## config.mk

```make
export PLATFORM = sky130hd
export DESIGN_NAME = compressed_mail_deframer
export DESIGN_NICKNAME = d
export VERILOG_FILES = /design/src/sv/cmd_pkg.sv /design/src/sv/compressed_mail_deframer.sv /design/src/sv/cmd_in_stage.sv /design/src/sv/cmd_step.sv /design/src/sv/cmd_out_stage.sv
export SDC_FILE = /design/constraint.sdc
export NUM_CORES = 1
export LEC_CHECK = 0
export BUFFER_PORTS_ARGS = -buffer_cell sky130_fd_sc_hd__buf_2
export CELL_PAD_IN_SITES_DETAIL_PLACEMENT = 1
export CELL_PAD_IN_SITES_GLOBAL_PLACEMENT = 2
export CORE_AREA = 4 4 132 134
export DETAILED_ROUTE_END_ITERATION = 10
export DIE_AREA = 0 0 136 138
export PLACE_DENSITY_LB_ADDON = 0.1
export SLEW_MARGIN = 40
export SYNTH_ARGS = -nofsm -noshare
export SYNTH_HDL_FRONTEND = slang
export SYNTH_SLANG_ARGS = --single-unit
```

## constraint.sdc

```tcl
create_clock -name clk -period 4.3 [get_ports clk]
set_input_delay 0.43 -clock clk [delete_from_list [all_inputs] [get_ports clk]]
set_output_delay 0.43 -clock clk [all_outputs]
set_load 0.01 [all_outputs]
```

## src/sv/cmd_pkg.sv

```systemverilog
// Shared types and constants for the compressed mail deframer.
package cmd_pkg;

  localparam int COUNT_BITS_DEF = 24;
  localparam int LEN_BITS       = 24;
  localparam int BYTE_BITS      = 8;
  localparam int FRAME_BITS     = 9;

  localparam logic [BYTE_BITS-1:0] CH_NUL = 8'd0;
  localparam logic [BYTE_BITS-1:0] CH_SOH = 8'd1;
  localparam logic [BYTE_BITS-1:0] CH_STX = 8'd2;
  localparam logic [BYTE_BITS-1:0] CH_EOT = 8'd4;

  localparam logic [FRAME_BITS-1:0] FRAME_FULL = 9'd256;

  typedef enum logic [3:0] {
    PH_WAIT   = 4'd0,
    PH_HDRLEN = 4'd1,
    PH_TITLE  = 4'd2,
    PH_OFFSET = 4'd3,
    PH_FRAME  = 4'd4,
    PH_FLEN   = 4'd5,
    PH_DATA   = 4'd6,
    PH_CHKSUM = 4'd7
  } phase_t;

  typedef enum logic [2:0] {
    K_TITLE  = 3'd0,
    K_OFFSET = 3'd1,
    K_DATA   = 3'd2,
    K_OK     = 3'd3,
    K_CSUM   = 3'd4,
    K_FORMAT = 3'd5,
    K_ABORT  = 3'd6
  } kind_t;

  typedef struct packed {
    logic [BYTE_BITS-1:0] in_byte;
    logic                 abort;
  } item_t;

  typedef struct packed {
    kind_t                out_kind;
    logic [BYTE_BITS-1:0] out_byte;
    logic [LEN_BITS-1:0]  msg_length;
  } result_t;

endpackage

```

## src/sv/compressed_mail_deframer.sv

```systemverilog
// Top level of the compressed mail deframer: input register, step logic, result register.
//
//   Channel  Dir  Handshake           Payload
//   s_*      in   s_tvalid/s_tready   s_tdata = in_byte, s_tuser = abort
//   m_*      out  m_tvalid/m_tready   m_tdata = out_byte, msg_length; m_tuser = out_kind
//
// One item is accepted per cycle while s_tready is high; an item's result, if any, passes
// from the input register through the step logic into the result register onto m_tvalid.
// Reset (rst, synchronous) empties both registers and returns to waiting for SOH.
// While a result waits on m_tready, one more item can be taken into the input
// register; s_tready drops only when both registers are full and m_tready is low.
module compressed_mail_deframer #(
  parameter int COUNT_BITS = cmd_pkg::COUNT_BITS_DEF
) (
  input  logic        clk,
  input  logic        rst,
  input  logic        s_tvalid,
  output logic        s_tready,
  input  logic [7:0]  s_tdata,   // [7:0] in_byte
  input  logic        s_tuser,   // [0] abort
  output logic        m_tvalid,
  input  logic        m_tready,
  output logic [31:0] m_tdata,   // [7:0] out_byte, [31:8] msg_length
  output logic [2:0]  m_tuser    // [2:0] out_kind
);
  import cmd_pkg::*;

  item_t   s_item;
  item_t   item;
  logic    in_vld;
  logic    advance;
  logic    res_valid;
  result_t res;
  result_t m_res;

  assign s_item.in_byte = s_tdata;
  assign s_item.abort   = s_tuser;

  cmd_in_stage u_in (
    .clk     (clk),
    .rst     (rst),
    .s_valid (s_tvalid),
    .s_ready (s_tready),
    .s_item  (s_item),
    .advance (advance),
    .vld     (in_vld),
    .item    (item)
  );

  cmd_step #(
    .COUNT_BITS (COUNT_BITS)
  ) u_step (
    .clk       (clk),
    .rst       (rst),
    .advance   (advance),
    .item      (item),
    .res_valid (res_valid),
    .res       (res)
  );

  cmd_out_stage u_out (
    .clk       (clk),
    .rst       (rst),
    .in_vld    (in_vld),
    .res_valid (res_valid),
    .res       (res),
    .m_ready   (m_tready),
    .advance   (advance),
    .m_valid   (m_tvalid),
    .m_res     (m_res)
  );

  assign m_tdata = {m_res.msg_length, m_res.out_byte};
  assign m_tuser = m_res.out_kind;

endmodule

```

## src/sv/cmd_in_stage.sv

```systemverilog
// Input register that holds one received item until the step logic takes it.
module cmd_in_stage (
  input  logic           clk,
  input  logic           rst,
  input  logic           s_valid,
  output logic           s_ready,
  input  cmd_pkg::item_t s_item,
  input  logic           advance,
  output logic           vld,
  output cmd_pkg::item_t item
);
  import cmd_pkg::*;

  assign s_ready = !vld || advance;

  always_ff @(posedge clk) begin
    if (rst) begin
      vld <= 1'b0;
    end else if (s_valid && s_ready) begin
      vld <= 1'b1;
    end else if (advance) begin
      vld <= 1'b0;
    end
  end

  always_ff @(posedge clk) begin
    if (s_valid && s_ready) begin
      item <= s_item;
    end
  end

endmodule

```

## src/sv/cmd_step.sv

```systemverilog
// Message state machine: consumes one byte per step and forms at most one result.
module cmd_step #(
  parameter int COUNT_BITS = cmd_pkg::COUNT_BITS_DEF
) (
  input  logic             clk,
  input  logic             rst,
  input  logic             advance,
  input  cmd_pkg::item_t   item,
  output logic             res_valid,
  output cmd_pkg::result_t res
);
  import cmd_pkg::*;

  phase_t                  phase, phase_next;
  logic [BYTE_BITS-1:0]    running_sum, running_sum_next;
  logic [FRAME_BITS-1:0]   frame_left, frame_left_next;
  logic [COUNT_BITS-1:0]   data_count, data_count_next;
  logic [BYTE_BITS-1:0]    sum_add;
  logic [FRAME_BITS-1:0]   frame_dec;
  logic [COUNT_BITS-1:0]   count_inc;
  logic [LEN_BITS-1:0]     len_view;

  assign sum_add   = running_sum + item.in_byte;
  assign frame_dec = frame_left - FRAME_BITS'(1);
  assign count_inc = (&data_count) ? data_count : data_count + COUNT_BITS'(1);

  // The reported length is the count before the update, except for a data
  // byte, which reports the count including itself. An abort in the data
  // phase counts nothing.
  generate
    if (COUNT_BITS >= LEN_BITS) begin : g_len_trunc
      assign len_view = ((phase == PH_DATA) && !item.abort) ? count_inc[LEN_BITS-1:0]
                                                            : data_count[LEN_BITS-1:0];
    end else begin : g_len_ext
      assign len_view = ((phase == PH_DATA) && !item.abort) ? LEN_BITS'(count_inc)
                                                            : LEN_BITS'(data_count);
    end
  endgenerate

  // Next phase.
  always_comb begin
    phase_next = phase;
    if (item.abort) begin
      phase_next = PH_WAIT;
    end else begin
      case (phase)
        PH_WAIT: begin
          if (item.in_byte == CH_SOH) phase_next = PH_HDRLEN;
        end
        PH_HDRLEN: phase_next = PH_TITLE;
        PH_TITLE: begin
          if (item.in_byte == CH_NUL) phase_next = PH_OFFSET;
        end
        PH_OFFSET: begin
          if (item.in_byte == CH_NUL) phase_next = PH_FRAME;
        end
        PH_FRAME: begin
          if (item.in_byte == CH_STX) begin
            phase_next = PH_FLEN;
          end else if (item.in_byte == CH_EOT) begin
            phase_next = PH_CHKSUM;
          end else begin
            phase_next = PH_WAIT;
          end
        end
        PH_FLEN: phase_next = PH_DATA;
        PH_DATA: begin
          if (frame_dec == '0) phase_next = PH_FRAME;
        end
        PH_CHKSUM: phase_next = PH_WAIT;
        default: phase_next = PH_WAIT;
      endcase
    end
  end

  // Datapath updates and the result.
  always_comb begin
    running_sum_next = running_sum;
    frame_left_next  = frame_left;
    data_count_next  = data_count;
    res_valid        = 1'b0;
    res.out_kind     = K_FORMAT;
    res.out_byte     = '0;
    res.msg_length   = len_view;
    if (item.abort) begin
      res_valid    = (phase != PH_WAIT);
      res.out_kind = K_ABORT;
    end else begin
      case (phase)
        PH_WAIT: begin
          if (item.in_byte == CH_SOH) begin
            running_sum_next = '0;
            frame_left_next  = '0;
            data_count_next  = '0;
          end else begin
            res_valid    = 1'b1;
            res.out_kind = K_FORMAT;
          end
        end
        PH_TITLE: begin
          res_valid    = (item.in_byte != CH_NUL);
          res.out_kind = K_TITLE;
          res.out_byte = item.in_byte;
        end
        PH_OFFSET: begin
          res_valid    = (item.in_byte != CH_NUL);
          res.out_kind = K_OFFSET;
          res.out_byte = item.in_byte;
        end
        PH_FRAME: begin
          res_valid    = (item.in_byte != CH_STX) && (item.in_byte != CH_EOT);
          res.out_kind = K_FORMAT;
        end
        PH_FLEN: begin
          frame_left_next = (item.in_byte == CH_NUL) ? FRAME_FULL
                                                     : FRAME_BITS'(item.in_byte);
        end
        PH_DATA: begin
          running_sum_next = sum_add;
          data_count_next  = count_inc;
          frame_left_next  = frame_dec;
          res_valid        = 1'b1;
          res.out_kind     = K_DATA;
          res.out_byte     = item.in_byte;
        end
        PH_CHKSUM: begin
          res_valid    = 1'b1;
          res.out_kind = (sum_add == '0) ? K_OK : K_CSUM;
        end
        default: res_valid = 1'b0;
      endcase
    end
  end

  always_ff @(posedge clk) begin
    if (rst) begin
      phase       <= PH_WAIT;
      running_sum <= '0;
      frame_left  <= '0;
      data_count  <= '0;
    end else if (advance) begin
      phase       <= phase_next;
      running_sum <= running_sum_next;
      frame_left  <= frame_left_next;
      data_count  <= data_count_next;
    end
  end

endmodule

```

## src/sv/cmd_out_stage.sv

```systemverilog
// Result register that holds one result until the downstream side takes it.
module cmd_out_stage (
  input  logic             clk,
  input  logic             rst,
  input  logic             in_vld,
  input  logic             res_valid,
  input  cmd_pkg::result_t res,
  input  logic             m_ready,
  output logic             advance,
  output logic             m_valid,
  output cmd_pkg::result_t m_res
);
  import cmd_pkg::*;

  // A held item moves through the step logic when the result slot is free
  // or is emptied in this same cycle.
  assign advance = in_vld && (!m_valid || m_ready);

  always_ff @(posedge clk) begin
    if (rst) begin
      m_valid <= 1'b0;
    end else if (advance) begin
      m_valid <= res_valid;
    end else if (m_ready) begin
      m_valid <= 1'b0;
    end
  end

  always_ff @(posedge clk) begin
    if (advance && res_valid) begin
      m_res <= res;
    end
  end

endmodule
```

Yosys cells after proc, flatten, opt, wreduce, memory -nomap -nowiden
Cells that the tools add are included.
Word-level totals
  output and inout port bits: 37
  input port bits: 13
  logic and storage cells: 87
  flip-flop bits (word level): 91
Cells by class
  reductions and logical operators: 28
  multiplexer cells: 26
  $add $sub $neg: 3
  bitwise operators: 2
  equal/unequal tests: 17
Operator list (number)
  $mux 24: 3
  $pmux 24 s2: 1
  $pmux 4 s7: 1
  $pmux 9 s3: 1
  $add 24x1->24 const B: 1
  $mux 4: 6
  $reduce_and 24->1: 1
  $mux 9: 2
  $eq 4x3->1 const B: 4
  $logic_not 8->1: 2
  $pmux 8 s2: 1
  $pmux 3 s4: 1
  $logic_not 9->1: 1
  $ne 3x2->1 const B: 3
  $sub 9x1->9 const B: 1
  $add 8x8->8: 1
  $eq 4x2->1 const B: 2
  $eq 8x1->1 const B: 1
  $eq 8x2->1 const B: 1
  $eq 8x3->1 const B: 1
  $mux 8: 1
  $ne 8x2->1 const B: 1
  $ne 8x3->1 const B: 1
  $reduce_and 4->1: 2
  other kinds (18): 36

Logic depth before layout (Yosys ltp)
Gate-level depths: netlist of the first run.
  depth in word-level cells: 6
  depth in mapped cells: 8
  mapped depth without buffers: 8

Hierarchy
Synthesis of the first run repeated with hierarchy kept, for this count alone.
Unflattened totals
  cell total of the unflattened synthesis: 508
  area, all modules: 4832.1 µm²
Modules (own cells, without submodules)
  cmd_step: area an instance 3384.5 µm², cells each 453, instances 1
  cmd_out_stage: area an instance 1122.3 µm², cells each 41, instances 1
  cmd_in_stage: area an instance 325.3 µm², cells each 14, instances 1

Worst setup path before layout of the first run
OpenSTA, ideal clock, no wires.
  path kind: register -> register
  start point: reg, netlist name u_in.item[2]
  end point: reg, netlist name u_out.m_res[0]
  path slack: 0.165 ns
  clock period less this slack: 4.135 ns
  stages on the path, launching flop included: 7
  path buffers: 0
  data required time: 3.822 ns
  library setup time: 0.478 ns
  data arrival time: 3.657 ns
  cells stage by stage: edfxtp_1 -> xor2_1 -> nand4b_1 -> a21oi_1 -> nor2_1 -> a211oi_1 -> nor3b_1
Between the ends
  cells in the longest elaborated chain, start to end: 5
RTL lines
  $eq 8x1->1 (tied with other cells): RTL line cmd_step.sv:91  | if (item.in_byte == CH_SOH) begin
  $mux 1 or $logic_and 1x1->1 (tied branches): RTL line cmd_step.sv:91, cmd_step.sv:111
  $pmux 1 s4 (*): RTL line cmd_step.sv:89  | case (phase)
  $mux 1 (*): RTL line cmd_step.sv:85  | if (item.abort) begin
  $logic_and 1x1->1 (*): RTL line cmd_out_stage.sv:30  | if (advance && res_valid) begin
Every way passes the cells marked *; elsewhere a longest branch is shown, timed or not.
A chain may end at the register's enable or synchronous reset.

Worst setup path in the final report of the first run
  start point: reg, netlist name u_in.item[1]
  end point: reg, netlist name u_out.m_res[32]
Between the ends
  cells in the longest elaborated chain, start to end: 4
RTL lines
  $add 8x8->8: RTL line cmd_step.sv:23  | assign sum_add = running_sum + item.in_byte;
  $logic_not 8->1: RTL line cmd_step.sv:128  | res.out_kind = (sum_add == '0) ? K_OK : K_CSUM;
  $mux 3: RTL line cmd_step.sv:128
  $pmux 3 s4: RTL line cmd_step.sv:89
No other way between the ends.

==> results of run 1 <==
-- cell families after synthesis --
kind of cell	Yosys count	synth area share
multiplexers	4	0.00857
AO/OA/AOI/OAI	130	0.180
buffers and inverters	39	0.0330
XOR/XNOR	39	0.0709
AND/OR/NAND/NOR	188	0.212
adder cells (fa/ha/maj)	11	0.0301
flip-flops	90	0.465
-- cells in the mapped netlist (9+ instances only) --
master	n	area share
nor3_1	14	0.015
o21ai_0	24	0.025
nand3_1	20	0.021
o21ai_1	17	0.018
o31ai_1	9	0.014
xor2_1	19	0.035
nor2_1	52	0.040
and3_1	14	0.018
a21oi_1	28	0.029
edfxtp_1	44	0.27
ha_1	10	0.026
dfxtp_1	46	0.19
nand2_1	37	0.029
clkbuf_1	24	0.019
xnor2_1	20	0.036
-- layer usage --
metal | global-route usage | up-vias | wire (um)
met4 | 0.0631 | 0 | 278
met5 | 0 | - | 0
met2 | 0.255 | 48 | 6810
met3 | 0.0276 | 15 | 370
met1 | 0.191 | 1971 | 6380
li1 | - | 1923 | -
-- cell type report --
type,count,area [sq um]
clock buffers,11,243
clock inverters,5,77.6
fillers,1891,10700
inverters,7,26.3
multi-input cells,372,2430
flip-flops and latches,90,2240
well taps,220,275
repair buffers,55,290
-- flip-flops by register name (all words and copies together) (netlist names) --
| name | count |
|---|---|
| u_in.vld | 1 |
| u_step.running_sum | 8 |
| u_step.data_count | 24 |
| u_step.phase | 3 |
| u_in.item | 9 |
| u_out.m_res | 35 |
| u_out.m_valid | 1 |
| u_step.frame_left | 9 |
-- final timing paths --
| kind | slack [ns] | to | cells after the start | from |
|---|---|---|---|---|
| max reg2reg | 1.28 | u_out.m_res[32] | 7 | u_in.item[1] |
| min | 0.25 | u_in.item[6] | 1 | s_tdata[5] |
| max | 1.28 | u_out.m_res[32] | 7 | u_in.item[1] |
| min reg2reg | 0.48 | u_step.frame_left[8] | 2 | u_step.frame_left[8] |
-- layout by cell type, fill, tap and decap left out, types with 6 or more instances in the layout --
master / n
nor2_1: 52
buf_2: 49
dfxtp_1: 46
edfxtp_1: 44
nand2_1: 37
a21oi_1: 27
o21ai_0: 24
nand3_1: 20
xnor2_1: 20
xor2_1: 19
o21ai_1: 17
nor3_1: 14
and3_1: 14
ha_1: 10
o31ai_1: 9
clkbuf_16: 9
and2_1: 8
a22oi_1: 8
inv_1: 7
buf_4: 6
-- worst max-delay path: cells and delay by family, from the launching register on --
family	cells	cell delay (ns)
DFF	1	0.48
AOI/OAI and AO/OA	1	0.24
adders and majority gates	2	0.72
xor gates and xnor gates	1	0.19
and+or+nand+nor	3	1.21
-- where the power goes --
| group | switching [mW] | total [mW] | internal, mW |
|---|---|---|---|
| Sequential | 0.0142 | 0.925 | 0.910 |
| Clock | 0.345 | 0.868 | 0.524 |
| Combinational | 0.0448 | 0.0694 | 0.0246 |
| Total | 0.404 | 1.86 | 1.46 |
==> metrics.txt, run 1 <==
Place WS 1.28 ns; Final Hold Fails 0; gr ovfl total 0; Arr. time, crit path 3.21 ns; # rows 47; Core ar. 0.0163 sq mm; RSZ-0062 raised after global routing false; number of synthesized flops with an enable pin 44; clock root buffer clkbuf_16; design area 0.00558 sq mm; ys flop type dfxtp_1; Routed Antenna Nets 0; antenna diode count 0; Synth Cell Area 0.00482 sq mm; Tmin final 3.02 ns; worst rel slew slack 0.446; die width 136 um; vias after detailed routing 3957; crit path max fanout 7; PD cells 334 mW/mm^2; # DRC 0; Crit path largest cell delay 0.55 ns; Placed Cells 744; Synth async-reset ratio 0; detailed placement HPWL 9.76 mm; min-delay worst type primary input to register; Startpoint Class register; worst skew pair latency 0.35 ns; Setup-failing EPs final 0; CTS Buf Count 9; CTS resizes 0; WP data required 4.48 ns; Pre-antenna DRT Iters 4; drt wl/cell 18.2 um; CTS tree done; number of vias per cell 5.21; Clock Path Buffers 2; WHS 0.250 ns; Slew @ Worst Pin 0.829 ns; CP max-delay cell or4_1; Netlist cell types 62; Die Area 0.0188 sq mm; skew final 0.00824 ns; P_leak 2.02 nW; initial antenna violation count 0; hold_buf cts 0; crit-path cells ha_1, fa_1, xor2_1, or3_1, or4_1, or3_4, a221oi_2; # H-tree levels 3; NumNets Final 559; final setup margin 1.28 ns; GR Util All Layers 0.152; Non-Filler Instances 760; Syn Nets 525; Initial Util 0.296; maximum clock frequency 331 MHz; largest net degree at the start of global routing 32; I/O Buffers 49; status completed; Synth Area per Inst 9.62 sq um; Area Overhead vs Synth 15.8%; GPL Wtd Cong 0.810; setup bufs post-CTS 0; Gate Count Post-Synth 501; Clock Sinks 90; Max VDD drop 177 uV; drt total wl 13.8 mm; Seq cells post-synth 90; Ports 50; Max-cap violations 0; share of cells above drive strength 1 0.161; setup TNS 0 ns; clock-pin slew on the worst setup and hold paths 0.06 ns; Power Total 1.86 mW; vias in the first global route 4107; WS Path Type register to register; chip height 138 um; crit path capture type register; Final Max Slew Viols 0; Final Util 0.343; fin crit share 0.703; Iter 0 DRT Violations 173; post-synthesis sequential area ratio 0.465; Ys Warns 0; first-pass GRT wire length 22.4 mm; Post-DP Area 0.00526 sq mm
Note: power is estimated with default switching activity, not from simulation.
==> run 2: changes to the inputs <==
==> constraint.sdc (replaced) <==
create_clock -name clk -period 2.6 [get_ports clk]
set_input_delay 0.26 -clock clk [delete_from_list [all_inputs] [get_ports clk]]
set_output_delay 0.26 -clock clk [all_outputs]
set_load 0.01 [all_outputs]
==> metrics.txt, run 2 (same netlist as run 1, synthesis figures left out) <==
worst rel slew slack 0.606; # rows 47; Arr. time, crit path 2.83 ns; Post-DP Area 0.00562 sq mm; drt total wl 14.0 mm; most frequent cells in the layout buf_4 (56), nor2_1 (52), buf_2 (49); Placed Cells 789; clock-pin slew on the worst setup and hold paths 0.07 ns; Area Overhead vs Synth 24.9%; worst skew pair latency 0.35 ns; WP data required 2.79 ns; Iter 0 DRT Violations 168; design area 0.00602 sq mm; Slew @ Worst Pin 0.591 ns; antenna diode count 0; number of vias per cell 5.04; Final Max Slew Viols 0; Final Hold Fails 0; Tmin final 2.64 ns; WS Path Type register to register; Place WS -0.123 ns; Die Area 0.0188 sq mm; Core ar. 0.0163 sq mm; largest net degree at the start of global routing 31; # H-tree levels 3; GPL Wtd Cong 0.838; Top reg by flops u_out.m_res; status finished with violations; gr ovfl total 0; Setup-failing EPs final 1; final setup margin -0.0400 ns; area of the multi-input gates 0.00246 sq mm; NumNets Final 610; Power Total 3.17 mW; switching portion of total power 0.210; min-delay worst type primary input to register; PD cells 527 mW/mm^2; vias in the first global route 4320; failing checks negative setup slack; FF+latch area 0.00224 sq mm; P_leak 2.28 nW; Max VDD drop 348 uV; Fillers 1915; Final Util 0.370; share of cells above drive strength 1 0.239; chip height 138 um; Ports 50; first-pass GRT wire length 22.9 mm; initial antenna violation count 0; GR Util All Layers 0.154; I/O Buffers 49; hold_buf cts 0; most common cell after layout, fill and taps aside buf_4; CTS Buf Count 9; switching pwr 0.666 mW; fin crit share 1.02; clock share of power 0.470; Pre-antenna DRT Iters 4; vias after detailed routing 4085; Non-Filler Instances 811; clock root buffer clkbuf_16; crit path capture type register; internal power component 2.50 mW; CTS tree done; Initial Util 0.296; die width 136 um; Flop pwr share 0.480; detailed placement HPWL 10.5 mm; Clock Path Buffers 2; drt wl/cell 17.3 um; Largest register FFs 35; biggest regs u_out.m_res (35), u_step.data_count (24); Max-cap violations 0; Gate power share 0.050; skew final 0.00895 ns; Routed Antenna Nets 0; Startpoint Class register; crit path max fanout 2; maximum clock frequency 379 MHz; Clock Sinks 90; RSZ-0062 raised after global routing true; # DRC 0
run 2: changes by cell type in the layout (fill, tap and decap cells not counted), sizes merged:
cell,change
clkinvlp,-1
clkinv,+2
bufinv,+1
clkbuf,-2
buf,+51
run 2: final timing paths:
kind | startpoint | end | slack [ns] | depth (start not counted)
min reg2reg | u_step.frame_left[8] | u_step.frame_left[8] | 0.48 | 2
min | s_tdata[4] | u_in.item[5] | 0.09 | 1
max reg2reg | u_in.item[1] | u_out.m_res[32] | -0.04 | 8
max | u_in.item[1] | u_out.m_res[32] | -0.04 | 8
run 2: per-layer routing:
layer / routed length, um / up-vias / share of wire / track usage
met4: 248 / 0 / 0.018 / 0.0546
met3: 312 / 16 / 0.022 / 0.0243
met2: 7320 / 52 / 0.52 / 0.277
li1: - / 2025 / - / -
met5: 0 / - / 0 / 0
met1: 6160 / 1992 / 0.44 / 0.184
run 2: critical path: stages, from the launching register on:
cell	delay, ns
edfxtp_1	0.39
ha_2	0.20
fa_2	0.36
a211oi_2	0.21
nor2_1	0.08
xor2_1	0.16
or4_4	0.52
or3_4	0.35
a221oi_2	0.21
run 2: cell type report:
class,instances,share of cell area
Inverter,7,0.00436
Timing Repair Buffer,106,0.114
Clock buffer,9,0.0374
Clock inverter,7,0.0179
Tap cell,220,0.0457
Sequential cell,90,0.372
Multi-Input combinational cell,372,0.408
run 2: timing repair:
item / 4_1_cts / 5_1_grt
gates resized for setup: 1 / 2
pin swaps: 6 / 3
endpoints found under the setup margin: 2 / 3
gates cloned: 0 / 0
setup buffers: 3 / 3
run 2: stage by stage:
step                TNS (ns)  hold WS, ns
CTS                   -0.127       0.0705
finish               -0.0400       0.0878
global route          -0.325       0.0758
floorplan            -0.0708        0.359
global placement       -1.38        0.438
detailed placement    -0.187        0.439
run 2: power groups by stage:
stage,Clock (mW),Combinational (mW),Sequential (mW)
floorplan,0,0.0642,1.56
global placement,0,0.150,1.55
global route,1.59,0.175,1.52
finish,1.49,0.159,1.52
CTS,1.53,0.157,1.52
detailed placement,0,0.152,1.55
